[config.mk]
export PLATFORM = sky130hd
export DESIGN_NAME = mdio_management_master_unit
export DESIGN_NICKNAME = d
export VERILOG_FILES = /design/src/design/mdio_mm_pkg.sv /design/src/design/mdio_mm_front.sv /design/src/design/mdio_mm_queue.sv /design/src/design/mdio_mm_back.sv /design/src/design/mdio_management_master_unit.sv
export VERILOG_INCLUDE_DIRS = /design/src /design/src/design
export SDC_FILE = /design/constraint.sdc
export NUM_CORES = 1
export LEC_CHECK = 0
export BUFFER_PORTS_ARGS = -buffer_cell sky130_fd_sc_hd__buf_2
export CELL_PAD_IN_SITES_DETAIL_PLACEMENT = 0
export CELL_PAD_IN_SITES_GLOBAL_PLACEMENT = 1
export CORE_UTILIZATION = 40
export DETAILED_ROUTE_END_ITERATION = 8
export GPL_ROUTABILITY_DRIVEN = 0
export GPL_TIMING_DRIVEN = 0
export MAX_ROUTING_LAYER = met4
export PLACE_DENSITY_LB_ADDON = 0.12
export SETUP_SLACK_MARGIN = 0.4
export SYNTH_ARGS = -nofsm -noshare
export SYNTH_HDL_FRONTEND = slang
export SYNTH_SLANG_ARGS = --single-unit
[constraint.sdc]
create_clock -name clk -period 9.4 [get_ports clk]
set_clock_uncertainty 0.2 [all_clocks]
set_input_delay 0.47 -clock clk [delete_from_list [all_inputs] [get_ports clk]]
set_output_delay 0.47 -clock clk [all_outputs]
set_load 0.02 [all_outputs]
[src/design/mdio_management_master_unit_assert.svh]
// assertion macros shared by the mdio management master modules
`ifndef MDIO_MANAGEMENT_MASTER_UNIT_ASSERT_SVH
`define MDIO_MANAGEMENT_MASTER_UNIT_ASSERT_SVH

`ifndef SYNTHESIS
`define MDIO_MM_ASSERT(lbl, prop, msg) \
  lbl: assert property (@(posedge clk) disable iff (!rst_n) (prop)) else $error(msg);
`define MDIO_MM_ASSERT_IMP(lbl, ante, cons, msg) \
  lbl: assert property (@(posedge clk) disable iff (!rst_n) (ante) |-> (cons)) else $error(msg);
`else
`define MDIO_MM_ASSERT(lbl, prop, msg)
`define MDIO_MM_ASSERT_IMP(lbl, ante, cons, msg)
`endif

`endif

[src/design/mdio_mm_pkg.sv]
// types, codes and constants of the mdio management master
package mdio_mm_pkg;

  localparam int PREAMBLE_LEN_DEF = 32;
  localparam int QUEUE_DEPTH_DEF  = 2;
  localparam int FRAME_BITS       = 32;
  localparam int DATA_BITS        = 16;

  // input opcodes
  localparam logic [1:0] OP_TICK  = 2'd0;
  localparam logic [1:0] OP_WRITE = 2'd1;
  localparam logic [1:0] OP_READ  = 2'd2;

  // register selects
  localparam logic [2:0] SEL_COMMAND     = 3'd0;
  localparam logic [2:0] SEL_ADDRESS     = 3'd1;
  localparam logic [2:0] SEL_WRITE_DATA  = 3'd2;
  localparam logic [2:0] SEL_READ_STATUS = 3'd3;
  localparam logic [2:0] SEL_INDICATORS  = 3'd4;

  // indicator bits
  localparam int IND_BUSY_BIT      = 0;
  localparam int IND_NOT_VALID_BIT = 2;

  // configuration register index
  localparam logic REG_CLOCK_SELECT = 1'b0;
  localparam logic [2:0] CLOCK_SELECT_RESET = 3'd7;

  typedef enum logic [2:0] {
    CMD_TICK,
    CMD_WR_CMD,
    CMD_WR_ADDR,
    CMD_WR_DATA,
    CMD_READ,
    CMD_NOP
  } cmd_kind_t;

  typedef struct packed {
    cmd_kind_t   kind;
    logic [2:0]  sel;
    logic [15:0] data;
    logic        mdio_in;
  } cmd_t;

  // ticks per mdc half period
  function automatic logic [4:0] half_period(input logic [2:0] sel);
    logic [4:0] hp;
    case (sel)
      3'd0:    hp = 5'd2;
      3'd1:    hp = 5'd2;
      3'd2:    hp = 5'd3;
      3'd3:    hp = 5'd4;
      3'd4:    hp = 5'd5;
      3'd5:    hp = 5'd7;
      3'd6:    hp = 5'd10;
      default: hp = 5'd14;
    endcase
    return hp;
  endfunction

endpackage

[src/design/mdio_mm_front.sv]
// front end: takes input transfers and decodes them into commands
module mdio_mm_front (
  input  logic                in_valid,
  output logic                in_stall,
  input  logic [1:0]          in_opcode,
  input  logic [2:0]          in_reg_select,
  input  logic [15:0]         in_write_data,
  input  logic                in_mdio_in,
  input  logic                q_full,
  output logic                q_push,
  output mdio_mm_pkg::cmd_t   q_cmd
);
  import mdio_mm_pkg::*;

  assign in_stall = q_full;
  assign q_push   = in_valid && !q_full;

  always_comb begin
    q_cmd.kind    = CMD_NOP;
    q_cmd.sel     = in_reg_select;
    q_cmd.data    = in_write_data;
    q_cmd.mdio_in = in_mdio_in;
    case (in_opcode)
      OP_TICK: q_cmd.kind = CMD_TICK;
      OP_WRITE: begin
        case (in_reg_select)
          SEL_COMMAND:    q_cmd.kind = CMD_WR_CMD;
          SEL_ADDRESS:    q_cmd.kind = CMD_WR_ADDR;
          SEL_WRITE_DATA: q_cmd.kind = CMD_WR_DATA;
          default:        q_cmd.kind = CMD_NOP;
        endcase
      end
      OP_READ: q_cmd.kind = CMD_READ;
      default: q_cmd.kind = CMD_NOP;
    endcase
  end

endmodule

[src/design/mdio_mm_queue.sv]
// short command queue between the front end and the frame engine
module mdio_mm_queue #(
  parameter int WIDTH = 8,
  parameter int DEPTH = 2
) (
  input  logic             clk,
  input  logic             rst_n,
  input  logic             push,
  input  logic [WIDTH-1:0] din,
  output logic             full,
  input  logic             pop,
  output logic [WIDTH-1:0] dout,
  output logic             not_empty
);
  `include "mdio_management_master_unit_assert.svh"

  localparam int AW = (DEPTH > 1) ? $clog2(DEPTH) : 1;
  localparam int CW = $clog2(DEPTH + 1);

  logic [WIDTH-1:0] mem_r [DEPTH];
  logic [AW-1:0]    wr_ptr_r, wr_ptr_nxt;
  logic [AW-1:0]    rd_ptr_r, rd_ptr_nxt;
  logic [CW-1:0]    count_r, count_nxt;

  assign full      = (count_r == CW'(DEPTH));
  assign not_empty = (count_r != '0);
  assign dout      = mem_r[rd_ptr_r];

  always_comb begin
    wr_ptr_nxt = wr_ptr_r;
    rd_ptr_nxt = rd_ptr_r;
    count_nxt  = count_r;
    if (push) begin
      wr_ptr_nxt = (wr_ptr_r == AW'(DEPTH - 1)) ? '0 : wr_ptr_r + 1'b1;
    end
    if (pop) begin
      rd_ptr_nxt = (rd_ptr_r == AW'(DEPTH - 1)) ? '0 : rd_ptr_r + 1'b1;
    end
    case ({push, pop})
      2'b10:   count_nxt = count_r + 1'b1;
      2'b01:   count_nxt = count_r - 1'b1;
      default: count_nxt = count_r;
    endcase
  end

  always_ff @(posedge clk) begin
    if (!rst_n) begin
      wr_ptr_r <= '0;
      rd_ptr_r <= '0;
      count_r  <= '0;
    end else begin
      wr_ptr_r <= wr_ptr_nxt;
      rd_ptr_r <= rd_ptr_nxt;
      count_r  <= count_nxt;
    end
  end

  always_ff @(posedge clk) begin
    if (push) begin
      mem_r[wr_ptr_r] <= din;
    end
  end

  `MDIO_MM_ASSERT(a_count_bound, count_r <= CW'(DEPTH), "queue count above depth")
  `MDIO_MM_ASSERT_IMP(a_no_pop_empty, pop, count_r != '0, "pop from empty queue")

endmodule

[src/design/mdio_mm_back.sv]
// frame engine: register file, mdc divider, frame shifter and result register
module mdio_mm_back #(
  parameter int PREAMBLE_LEN = mdio_mm_pkg::PREAMBLE_LEN_DEF
) (
  input  logic              clk,
  input  logic              rst_n,
  input  logic [2:0]        clock_select,
  input  logic              q_not_empty,
  input  mdio_mm_pkg::cmd_t q_cmd,
  output logic              q_pop,
  output logic              out_valid,
  input  logic              out_stall,
  output logic [15:0]       out_read_data,
  output logic              out_mdc,
  output logic              out_mdio_out,
  output logic              out_mdio_drive
);
  import mdio_mm_pkg::*;
  `include "mdio_management_master_unit_assert.svh"

  localparam logic [6:0] PRE       = 7'(PREAMBLE_LEN);
  localparam logic [6:0] DATA_POS  = 7'(PREAMBLE_LEN + DATA_BITS);
  localparam logic [6:0] FRAME_END = 7'(PREAMBLE_LEN + FRAME_BITS);

  logic [12:0] addr_r, addr_nxt;
  logic        read_cmd_r, read_cmd_nxt;
  logic [15:0] write_value_r, write_value_nxt;
  logic [15:0] read_value_r, read_value_nxt;
  logic        busy_r, busy_nxt;
  logic        not_valid_r, not_valid_nxt;
  logic [31:0] frame_shift_r, frame_shift_nxt;
  logic [6:0]  bit_pos_r, bit_pos_nxt;
  logic [4:0]  div_cnt_r, div_cnt_nxt;
  logic        clk_level_r, clk_level_nxt;
  logic        frame_is_read_r, frame_is_read_nxt;

  logic        out_valid_r;
  logic [15:0] out_read_data_r;
  logic        out_mdc_r, out_mdio_out_r, out_mdio_drive_r;

  logic [15:0] rd_data;
  logic        drv, dout;
  logic        start, start_read;
  logic [15:0] start_data;
  logic [4:0]  div_inc;
  logic [6:0]  bit_inc;
  logic [4:0]  k;

  assign q_pop = q_not_empty && (!out_valid_r || !out_stall);

  always_comb begin
    addr_nxt          = addr_r;
    read_cmd_nxt      = read_cmd_r;
    write_value_nxt   = write_value_r;
    read_value_nxt    = read_value_r;
    busy_nxt          = busy_r;
    not_valid_nxt     = not_valid_r;
    frame_shift_nxt   = frame_shift_r;
    bit_pos_nxt       = bit_pos_r;
    div_cnt_nxt       = div_cnt_r;
    clk_level_nxt     = clk_level_r;
    frame_is_read_nxt = frame_is_read_r;
    rd_data           = '0;
    start             = 1'b0;
    start_read        = 1'b0;
    start_data        = q_cmd.data;
    div_inc           = div_cnt_r + 5'd1;
    bit_inc           = bit_pos_r + 7'd1;
    if (q_pop) begin
      case (q_cmd.kind)
        CMD_TICK: begin
          if (busy_r) begin
            if (div_inc < half_period(clock_select)) begin
              div_cnt_nxt = div_inc;
            end else begin
              div_cnt_nxt = '0;
              if (!clk_level_r) begin
                // rising mdc edge: sample data bits of a read
                clk_level_nxt = 1'b1;
                if (frame_is_read_r && bit_pos_r >= DATA_POS) begin
                  read_value_nxt = {read_value_r[14:0], q_cmd.mdio_in};
                end
              end else begin
                clk_level_nxt = 1'b0;
                if (bit_inc >= FRAME_END) begin
                  busy_nxt    = 1'b0;
                  bit_pos_nxt = '0;
                  if (frame_is_read_r) begin
                    not_valid_nxt = 1'b0;
                  end
                end else begin
                  bit_pos_nxt = bit_inc;
                end
              end
            end
          end
        end
        CMD_WR_CMD: begin
          if (!busy_r) begin
            read_cmd_nxt = q_cmd.data[0];
            if (!read_cmd_r && q_cmd.data[0]) begin
              start      = 1'b1;
              start_read = 1'b1;
            end
          end
        end
        CMD_WR_ADDR: begin
          if (!busy_r) begin
            addr_nxt = {q_cmd.data[12:8], 3'b000, q_cmd.data[4:0]};
          end
        end
        CMD_WR_DATA: begin
          if (!busy_r) begin
            write_value_nxt = q_cmd.data;
            start           = 1'b1;
          end
        end
        CMD_READ: begin
          case (q_cmd.sel)
            SEL_COMMAND:     rd_data = {15'd0, read_cmd_r};
            SEL_ADDRESS:     rd_data = {3'd0, addr_r};
            SEL_WRITE_DATA:  rd_data = write_value_r;
            SEL_READ_STATUS: rd_data = read_value_r;
            SEL_INDICATORS: begin
              rd_data[IND_BUSY_BIT]      = busy_r;
              rd_data[IND_NOT_VALID_BIT] = not_valid_r;
            end
            default:         rd_data = '0;
          endcase
        end
        default: begin
        end
      endcase
      if (start) begin
        // start 01, opcode, phy, register, turnaround, data
        frame_shift_nxt = {2'b01, start_read ? 2'b10 : 2'b01, addr_r[12:8], addr_r[4:0],
                           start_read ? 2'b00 : 2'b10, start_read ? 16'd0 : start_data};
        frame_is_read_nxt = start_read;
        busy_nxt          = 1'b1;
        bit_pos_nxt       = '0;
        div_cnt_nxt       = '0;
        clk_level_nxt     = 1'b0;
        if (start_read) begin
          not_valid_nxt = 1'b1;
        end
      end
    end
  end

  // mdio line from the state after this transfer
  always_comb begin
    drv  = 1'b0;
    dout = 1'b0;
    k    = 5'(bit_pos_nxt - PRE);
    if (busy_nxt) begin
      if (bit_pos_nxt < PRE) begin
        drv  = 1'b1;
        dout = 1'b1;
      end else if (!(frame_is_read_nxt && k >= 5'd14)) begin
        drv  = 1'b1;
        dout = frame_shift_nxt[~k];
      end
    end
  end

  always_ff @(posedge clk) begin
    if (!rst_n) begin
      addr_r          <= '0;
      read_cmd_r      <= 1'b0;
      write_value_r   <= '0;
      read_value_r    <= '0;
      busy_r          <= 1'b0;
      not_valid_r     <= 1'b0;
      frame_shift_r   <= '0;
      bit_pos_r       <= '0;
      div_cnt_r       <= '0;
      clk_level_r     <= 1'b0;
      frame_is_read_r <= 1'b0;
      out_valid_r     <= 1'b0;
    end else begin
      addr_r          <= addr_nxt;
      read_cmd_r      <= read_cmd_nxt;
      write_value_r   <= write_value_nxt;
      read_value_r    <= read_value_nxt;
      busy_r          <= busy_nxt;
      not_valid_r     <= not_valid_nxt;
      frame_shift_r   <= frame_shift_nxt;
      bit_pos_r       <= bit_pos_nxt;
      div_cnt_r       <= div_cnt_nxt;
      clk_level_r     <= clk_level_nxt;
      frame_is_read_r <= frame_is_read_nxt;
      if (q_pop) begin
        out_valid_r <= 1'b1;
      end else if (!out_stall) begin
        out_valid_r <= 1'b0;
      end
    end
  end

  always_ff @(posedge clk) begin
    if (q_pop) begin
      out_read_data_r  <= rd_data;
      out_mdc_r        <= clk_level_nxt;
      out_mdio_out_r   <= dout;
      out_mdio_drive_r <= drv;
    end
  end

  assign out_valid      = out_valid_r;
  assign out_read_data  = out_read_data_r;
  assign out_mdc        = out_mdc_r;
  assign out_mdio_out   = out_mdio_out_r;
  assign out_mdio_drive = out_mdio_drive_r;

  `MDIO_MM_ASSERT_IMP(a_idle_mdc_low, !busy_r, !clk_level_r, "mdc high while idle")
  `MDIO_MM_ASSERT_IMP(a_not_valid_busy, not_valid_r, busy_r, "not-valid without busy")
  `MDIO_MM_ASSERT(a_bit_pos_range, bit_pos_r < FRAME_END, "bit position past frame end")

endmodule

[src/design/mdio_management_master_unit.sv]
// top level of the mdio management master: config register, front end, queue, frame engine
//
// Clause-22 MDIO master driven by a stream of bus accesses and clock ticks. Every input
// transfer gives exactly one result transfer: read data (zero on writes and ticks) plus the
// mdc, mdio_out and mdio_drive levels after that item. One item is taken per clock cycle
// when the result side keeps up; the decoded command passes a two-entry queue and the frame
// engine updates its state and registers the result when it pops the command. The mdc
// divider is picked by clock_select at byte address 0 of the config
// port (divide by 4,4,6,8,10,14,20,28 ticks, reset 7); write it only while no frame runs.
module mdio_management_master_unit #(
  parameter int PREAMBLE_LEN = mdio_mm_pkg::PREAMBLE_LEN_DEF,
  parameter int QUEUE_DEPTH  = mdio_mm_pkg::QUEUE_DEPTH_DEF
) (
  input  logic        clk,
  input  logic        rst_n,
  input  logic        in_valid,
  output logic        in_stall,
  input  logic [1:0]  in_opcode,
  input  logic [2:0]  in_reg_select,
  input  logic [15:0] in_write_data,
  input  logic        in_mdio_in,
  output logic        out_valid,
  input  logic        out_stall,
  output logic [15:0] out_read_data,
  output logic        out_mdc,
  output logic        out_mdio_out,
  output logic        out_mdio_drive,
  input  logic        psel,
  input  logic        penable,
  input  logic        pwrite,
  input  logic [2:0]  paddr,
  input  logic [31:0] pwdata,
  output logic [31:0] prdata,
  output logic        pready
);
  import mdio_mm_pkg::*;

  localparam int CMD_W = $bits(cmd_t);

  logic [2:0]       clock_select_r;
  logic             q_full, q_push, q_pop, q_not_empty;
  cmd_t             push_cmd;
  logic [CMD_W-1:0] pop_bits;

  assign pready = 1'b1;
  assign prdata = (paddr[2] == REG_CLOCK_SELECT) ? {29'd0, clock_select_r} : '0;

  always_ff @(posedge clk) begin
    if (!rst_n) begin
      clock_select_r <= CLOCK_SELECT_RESET;
    end else if (psel && penable && pwrite && pready && paddr[2] == REG_CLOCK_SELECT) begin
      clock_select_r <= pwdata[2:0];
    end
  end

  mdio_mm_front u_front (
    .in_valid      (in_valid),
    .in_stall      (in_stall),
    .in_opcode     (in_opcode),
    .in_reg_select (in_reg_select),
    .in_write_data (in_write_data),
    .in_mdio_in    (in_mdio_in),
    .q_full        (q_full),
    .q_push        (q_push),
    .q_cmd         (push_cmd)
  );

  mdio_mm_queue #(
    .WIDTH (CMD_W),
    .DEPTH (QUEUE_DEPTH)
  ) u_queue (
    .clk       (clk),
    .rst_n     (rst_n),
    .push      (q_push),
    .din       (push_cmd),
    .full      (q_full),
    .pop       (q_pop),
    .dout      (pop_bits),
    .not_empty (q_not_empty)
  );

  mdio_mm_back #(
    .PREAMBLE_LEN (PREAMBLE_LEN)
  ) u_back (
    .clk            (clk),
    .rst_n          (rst_n),
    .clock_select   (clock_select_r),
    .q_not_empty    (q_not_empty),
    .q_cmd          (cmd_t'(pop_bits)),
    .q_pop          (q_pop),
    .out_valid      (out_valid),
    .out_stall      (out_stall),
    .out_read_data  (out_read_data),
    .out_mdc        (out_mdc),
    .out_mdio_out   (out_mdio_out),
    .out_mdio_drive (out_mdio_drive)
  );

endmodule

After elaboration in Yosys (flattened, before gate mapping). Memories as Yosys holds them, arrays and structs flattened. A register that Yosys moved wholly into a read port is not among the register bits. Cells that the tools add are included.

Add/subtract/negate cells: 7. $lt $le $gt $ge: 6. Equal/unequal tests: 22. Mux-type cells: 72. Bitwise gates (word level): 5. Reduce and logical (&&, ||, !) cells: 28.

Operator list (number): 32-bit two-way mux (2); 7-bit two-way mux (7); 1-bit two-way mux (42); 13-bit one-hot mux with 3 select lines (1); 5-bit two-way mux (7); 4-bit one-hot mux with 6 select lines (1); 3-bit by 2-bit == test with 1-bit output, second input constant (7); 3-bit one-hot mux with 3 select lines (2); 16-bit two-way mux (1); 3-bit == test, second input constant (5); 3-bit by 1-bit == test with 1-bit output, second input constant (4); 3-bit zero test (4); 3-bit AND reduction (4); 1-bit logical AND (8); 2-bit nonzero test (4); 7-bit by 1-bit adder with 7-bit output, second input constant (1); 7-bit by 6-bit greater-or-equal comparator with 1-bit output, second input constant (1); 7-bit greater-or-equal comparator, second input constant (1); 7-bit by 6-bit less-than comparator with 1-bit output, second input constant (1); 2-bit == test, second input constant (3); 5-bit by 6-bit less-than comparator with 1-bit output, second input constant (1); 6-bit AND reduction (1); 5-bit by 1-bit adder with 5-bit output, second input constant (1); 1-bit binary-select mux with 5-bit select (1); 21 further kinds (30).

Flip-flop bits (word level): 118. Memory bits (writable): 46. Output and inout bits: 54. Memories: 1.

Memory list: u_queue.mem_r (depth 2, bits a word 23, rd ports 1, clocked after memory_dff 1, write ports 1, RTL line mdio_mm_queue.sv:20) `logic [WIDTH-1:0] mem_r [DEPTH];`.

Logic depth before layout (Yosys ltp). Gate-level depths: netlist of the first run.

Depth after elaboration: 18. Depth in mapped cells: 16. Mapped depth without buffers: 15.

Hierarchy. Synthesis of the first run repeated with hierarchy kept, for this count alone.

Cell total of the unflattened synthesis: 723. Area, all modules: 7857.5 µm².

By module, submodules not included: mdio_mm_back (instances 1, cells an instance 552, area an instance 5370.2 µm², seq. area each 2412.3 µm²); mdio_mm_queue (instances 1, cells an instance 93, area an instance 1869.3 µm², seq. area each 1481.4 µm²); mdio_management_master_unit (instances 1, cells an instance 49, area an instance 401.6 µm², seq. area each 60.1 µm²); mdio_mm_front (instances 1, cells an instance 29, area an instance 216.5 µm², seq. area each 0.0 µm²).

Worst setup path before layout of the first run. No wires, ideal clock.

Kind: flip-flop to flip-flop. Start: reg u_queue.count_r[0]. End: reg u_back.out_mdio_out_r (netlist: u_back.out_mdio_out) (data pin). Data arrival time: 2.986 ns. Data required time: 8.932 ns. Path slack: 5.945 ns. Stages on the path, launching flop included: 12. Path buffers: 1. Clock period less this slack: 3.455 ns. Cell sequence: dfxtp_1 > clkbuf_1 > o2bb2ai_2 > clkinv_1 > o21ai_0 > nor3_1 > a32oi_4 > mux2_2 > a22oi_1 > nand2_1 > a211oi_1 > a211oi_1.

Longest elaborated chain between the ends: 9. Elaborated cells on any way between the ends: 15.

RTL lines: start: declaration (RTL line mdio_mm_queue.sv:23) `logic [CW-1:0] count_r, count_nxt;`; start signal: assignment (RTL line mdio_mm_queue.sv:54) `count_r <= count_nxt;`; 2-bit nonzero test (*) (RTL line mdio_mm_queue.sv:26) `assign not_empty = (count_r != '0);`; 1-bit logical AND (*) (RTL line mdio_mm_back.sv:49) `assign q_pop = q_not_empty && (!out_valid_r || !out_stall);`; net q_pop (RTL line mdio_management_master_unit.sv:41) `logic q_full, q_push, q_pop, q_not_empty;`; 7-bit two-way mux (RTL line mdio_mm_back.sv:69) `if (q_pop) begin`; 5-bit by 1-bit subtractor with 5-bit output (RTL line mdio_mm_back.sv:154) `k = 5'(bit_pos_nxt - PRE);`; 5-bit inverter (RTL line mdio_mm_back.sv:161) `dout = frame_shift_nxt[~k];`; 1-bit binary-select mux with 5-bit select (RTL line mdio_mm_back.sv:161); 1-bit two-way mux (implied by the code) (RTL line mdio_mm_back.sv:161); 1-bit two-way mux (RTL line mdio_mm_back.sv:159) `end else if (!(frame_is_read_nxt && k >= 5'd14)) begin`; 1-bit two-way mux (RTL line mdio_mm_back.sv:156) `if (bit_pos_nxt < PRE) begin`; end signal: assignment (RTL line mdio_mm_back.sv:204) `out_mdio_out_r <= dout;`; end: declaration (RTL line mdio_mm_back.sv:39) `logic out_mdc_r, out_mdio_out_r, out_mdio_drive_r;`.

Mark *: on every way through the listed nets, which the timed path passes. The rest lies on a longest branch. The select of a mux whose other input is x is not followed. A chain may end at the register's enable or synchronous reset.

Worst setup path after layout of the first run. Same ends and word-level chain as after synthesis.

==> results.txt, run 1 <==
Resized cells post-CTS - 0
Levels on crit path - 11
Worst Reg-to-Reg Cells - 11
Mapped cell area - 7423 sq um
Mapped Cells - 715
All-Layer GR Usage - 0.2026
Vias per Instance - 5.070
Die H - 138.2 microns
Detail Route Antenna Nets - 0
Synth cell types - 58
Seq/Total Area, Yosys - 0.5326
CTS Hold Bufs - 0
Kind of cell adding the most delay to the critical path - compound AO/OA/AOI/OAI gates
Fin. Hold Viols - 0
Initial Utilization - 0.4104
HP Class - in2reg
Leakage - 3.643 nW
Setup Viol. Count Final - 0
Initial DRT Pass Iterations - 6
Initial antenna violation count - 0
Port Buf Inserts - 55
CTS root buf - clkbuf_16
Largest net degree at the start of global routing - 29
Hold slack - 0.03372 ns
CP Launch Type - flop
Slowest stage delay, CP - 0.99 ns
Synth cell count leaders - dfxtp_1 (100), nand2_1 (95), edfxtp_1 (65)
Final net count - 890
Peak supply drop - 137.7 uV
Post-route minimum period - 4.537 ns
Final period util - 0.4827
First-pass GRT wire length - 28.64 mm
Post-synth EDFFs - 65
Initial drt markers - 332
Crit-path cells - clkbuf_1 > o2bb2ai_2 > clkinv_1 > o21ai_0 > nor3_1 > a32oi_4 > mux2_2 > a22oi_1 > nand2_1 > a211oi_1 > a211oi_1
Most Frequent Cell on Critical Path - a211oi_1
Worst-Margin Slew - 1.341 ns
Die area - 19110 sq um
Synth Area per Inst - 10.38 sq um
Fraction of registers with async set/reset - 0
Antenna Cells - 0
Largest cells by area after synthesis - dfxtp_1 (27%), edfxtp_1 (26%), mux2i_1 (6.3%), nand2_1 (4.8%), nor2b_1 (4.0%)
Crit Path Max Fanout - 28
Top-count cell post-synth - dfxtp_1
Vias in the first global route - 5177
Postcts setup bufs - 0
Synth Flop Type - dfxtp_1
CP endpoint kind - flop
Synth top area share - 0.2697
Share of cells above drive strength 1 - 0.1697
Synthesized flop and latch total - 165
CTS max path bufs - 2
RSZ-0062 raised after global routing - false
Hpwl dp - 13.43 mm
Crit path DAT - 4.49 ns
Synth area leader - dfxtp_1
Slowest cell on the critical path - clkinv_1
Dpl ws - 4.871 ns
Die X - 138.2 microns
Area grow syn2layout - 17.70%
Pwr per Cell Area - 239.3 nW/um^2
Worst Hold Path Cells - 1
Failing checks - DRC
Run status - finished, violations left
Setup ws final - 4.863 ns
Tot Pwr - 2.091 mW
Max-slew violations - 0
Num ports - 118
Buf/Inv on CP - 2
CTS tree - built
Clk sinks - 165
Fin Setup TNS - 0 ns
CTS clk-pin slew, worst paths - 0.06 ns
Wire length per cell - 16.96 microns
Max_slew headroom - 0.09925
Final wirelength - 17.98 mm
Core footprint - 18090 sq um
CTS buffer count - 17
Clk_lat worst skew - 0.42 ns
Setup Crit Path Kind - reg2reg
F_max - 220.4 MHz
Vias - 5374
Final Util - 0.4831
DRC - 18
Synth warnings - 0
Htree depth - 4
Data required, critical path - 9.36 ns
Filler cells - 1706
Maxcap violations - 0
GRT Residual Overflow - 0
Num rows - 49
-- layout by cell type (no fill, tap or decap), drive strengths merged, types with 6 or more instances in the layout --
cell and count:
a21boi 14, a21o 11, a21oi 52, a22oi 8
and2 26, and3 7, buf 91, clkbuf 48
conb 30, dfxtp 100, edfxtp 65, ha 8
inv 13, mux2 11, mux2i 47, nand2 95
nand3 7, nor2 39, nor2b 47, nor3 9
o211a 15, o21ai 15, xnor2 6
-- through the flow --
step,cell area [sq um],instances
after floorplan,7528,743
after global placement,8090,1027
after detailed placement,8120,1028
after CTS,8737,1060
after global routing,8737,1060
final,8737,1060
-- power breakdown --
group | total (mW) | internal, mW | switching, mW
logic | 0.497 | 0.161 | 0.336
registers | 0.881 | 0.847 | 0.0338
clock network | 0.714 | 0.430 | 0.284
-- logic make-up (layout without fill, tap and decap cells) --
group | Yosys count | after routing | share of synthesized area
adders and majority gates | 8 | 8 | 0.01348
and+or+nand+nor | 253 | 253 | 0.1711
DFF | 165 | 165 | 0.5326
AOI/OAI and AO/OA | 147 | 147 | 0.1355
other | 2 | 30 | 0.001012
buffers and inverters | 73 | 161 | 0.05562
xor gates and xnor gates | 9 | 9 | 0.01062
muxes | 58 | 58 | 0.08006
-- path summary, 6_finish.rpt --
| path | start | to | slack [ns] |
|---|---|---|---|
| min reg2reg | u_back.frame_shift_r[27] | u_back.frame_shift_r[27] | 0.26 |
| max | u_queue.count_r[0] | u_back.out_mdio_out | 4.86 |
| max reg2reg | u_queue.count_r[0] | u_back.out_mdio_out | 4.86 |
| min | in_write_data[9] | u_queue.mem_r[0][10] | 0.03 |
-- state kept, by name (all words and copies together), names as in the netlist, 5 cells and up, named ones only --
name and flops:
u_back.read_value_r 16, u_back.out_read_data 16, u_back.frame_shift_r 32, u_back.div_cnt_r 5, u_back.write_value_r 16, u_back.bit_pos_r 7, u_queue.mem_r 46, u_back.addr_r 10
-- area by class of cell --
class | count | area (sq um) | area share
clock inverters | 9 | 118.9 | 0.01360
clock buffers | 23 | 498.0 | 0.05700
flip-flops and latches | 165 | 3954 | 0.4525
multi-input cells | 505 | 3164 | 0.3622
plain buffers | 60 | 364.1 | 0.04167
inverters | 13 | 48.80 | 0.005585
repair buffers | 56 | 302.8 | 0.03466
well taps | 229 | 286.5 | 0.03279
-- layer usage --
layer | GRT usage | up-vias | wire [microns]
met5 | - | - | 0
met4 | 0.07629 | 0 | 424
met3 | 0.03879 | 27 | 734
met2 | 0.3010 | 131 | 8047
met1 | 0.2740 | 2541 | 8772
li1 | - | 2675 | -
No activity file was read; power rests on OpenSTA's default activity.
==> run 2: changes to the inputs <==
==> constraint.sdc (replaced) <==
create_clock -name clk -period 4.7 [get_ports clk]
set_clock_uncertainty 0.2 [all_clocks]
set_input_delay 0.235 -clock clk [delete_from_list [all_inputs] [get_ports clk]]
set_output_delay 0.235 -clock clk [all_outputs]
set_load 0.02 [all_outputs]
==> results.txt, run 2 (synthesis gave the netlist of run 1 again) <==
Run status - finished, violations left
Failing checks - DRC
Seq pwr share - 0.418
Port Buf Inserts - 55
Largest net degree at the start of global routing - 29
Num rows - 49
Non-Filler Instances - 1086
Most common cell after layout, fill and taps aside - dfxtp_1
Num ports - 118
Detail Route Antenna Nets - 0
Vias - 5459
Worst-Margin Slew - 1.331 ns
Final period util - 0.8590
Biggest regs - u_queue.mem_r x46, u_back.frame_shift_r x32
Maxcap violations - 0
Commonest non-fill, non-tap cells in the layout - dfxtp_1 (100), nand2_1 (95), edfxtp_1 (65), buf_2 (55), a21oi_1 (52)
Setup ws final - 0.6628 ns
Setup Viol. Count Final - 0
Data required, critical path - 4.66 ns
Leakage - 3.756 nW
Htree depth - 4
Comb power frac - 0.241
Antenna Cells - 0
Sw Ratio - 0.3131
Area grow syn2layout - 21.29%
Final wirelength - 18.38 mm
Largest register FFs - 46
Max-slew violations - 0
Pwr per Cell Area - 466.9 nW/um^2
Clk_lat worst skew - 0.42 ns
Dpl ws - 0.1705 ns
Peak supply drop - 273.9 uV
Initial antenna violation count - 0
Switching power - 1.316 mW
Share of cells above drive strength 1 - 0.1669
Final net count - 916
F_max - 247.7 MHz
Vias in the first global route - 5312
Clock share of power - 0.340
CTS max path bufs - 2
Reg with most FFs - u_queue.mem_r
CTS buffer count - 17
Initial Utilization - 0.4104
DRC - 18
First-pass GRT wire length - 29.14 mm
All-Layer GR Usage - 0.2059
Hpwl dp - 13.43 mm
Die H - 138.2 microns
Clk sinks - 165
RSZ-0062 raised after global routing - false
CTS root buf - clkbuf_16
Core footprint - 18090 sq um
Crit path DAT - 4.00 ns
Post-route minimum period - 4.037 ns
GRT Residual Overflow - 0
Crit Path Max Fanout - 10
CP endpoint kind - flop
Max_slew headroom - 0.1060
HP Class - in2reg
Fin Setup TNS - 0 ns
CTS tree - built
Setup Crit Path Kind - reg2reg
Placed cells - 1028
CTS clk-pin slew, worst paths - 0.06 ns
CP Launch Type - flop
Wire length per cell - 16.93 microns
Fin. Hold Viols - 0
Vias per Instance - 5.027
Initial DRT Pass Iterations - 7
Die area - 19110 sq um
Initial drt markers - 366
Die X - 138.2 microns
P_int - 2.888 mW
run 2: cell count changes in the layout (fill, tap and decap cells not counted), sizes merged:
cell / delta
dlygate4sd3: +26
run 2: worst max-delay path, stage by stage (launching register included):
cell      delay, ns
dfxtp_1        0.51
and4bb_2       0.29
nor2_1         0.40
or3_1          0.20
clkbuf_1       0.41
clkbuf_1       0.58
nor2_1         0.20
a21oi_1        0.22
mux2i_1        0.13
a22oi_1        0.21
nand2_1        0.07
a211oi_1       0.25
a211oi_1       0.11
run 2: final cells by class:
type | count | area [sq um]
timing repair buffer | 82 | 563.0
sequential | 165 | 3954
fill | 1677 | 9082
multi-input combinational | 505 | 3169
tap | 229 | 286.5
inverter | 13 | 50.05
clock inverter | 9 | 118.9
clock buffer | 23 | 498.0
buffer | 60 | 364.1
run 2: timing repair:
| action | CTS | global route |
|---|---|---|
| setup buffers | 0 | 0 |
| endpoints found under the hold margin | 50 | 0 |
| hold buffers | 26 | 0 |
| setup endpoints to repair | 1 | 1 |
| gates resized for setup | 1 | 1 |
run 2: power groups by stage:
stage          clock network (mW)  registers, mW  logic, mW
2_1_floorplan                   0           1.86      0.591
3_3_place_gp                    0           1.79      0.962
3_5_place_dp                    0           1.79      0.994
4_1_cts                      1.46           1.76       1.02
5_1_grt                      1.53           1.78       1.10
6_report                     1.43           1.76       1.01
run 2: through the flow:
| step | util | hold WS (ns) | power [mW] | area [sq um] |
|---|---|---|---|---|
| 3_5_place_dp | 0.4490 | 0.2264 | 2.787 | 8120 |
| 2_1_floorplan | - | 0.1339 | 2.453 | 7528 |
| 5_1_grt | 0.4978 | 0.02619 | 4.403 | 9004 |
| 6_report | 0.4978 | 0.02460 | 4.204 | 9004 |
| 3_3_place_gp | 0.4473 | 0.2220 | 2.750 | 8090 |
| 4_1_cts | 0.4975 | 0.009800 | 4.235 | 8999 |
run 2: final timing paths:
path	from	endpoint	slack, ns	cells after the start
setup / recovery	u_back.busy_r	u_back.out_mdio_out	0.66	12
hold / removal	in_opcode[0]	u_queue.mem_r[0][20]	0.02	2
hold reg to reg	u_back.frame_shift_r[27]	u_back.frame_shift_r[27]	0.26	2
setup reg to reg	u_back.busy_r	u_back.out_mdio_out	0.66	12
run 2: layer usage:
metal	global-route usage	wire length, microns	vias up
li1	-	-	2729
met5	-	0	-
met2	0.3120	8349	136
met3	0.03879	694	24
met4	0.07629	388	0
met1	0.2742	8951	2570
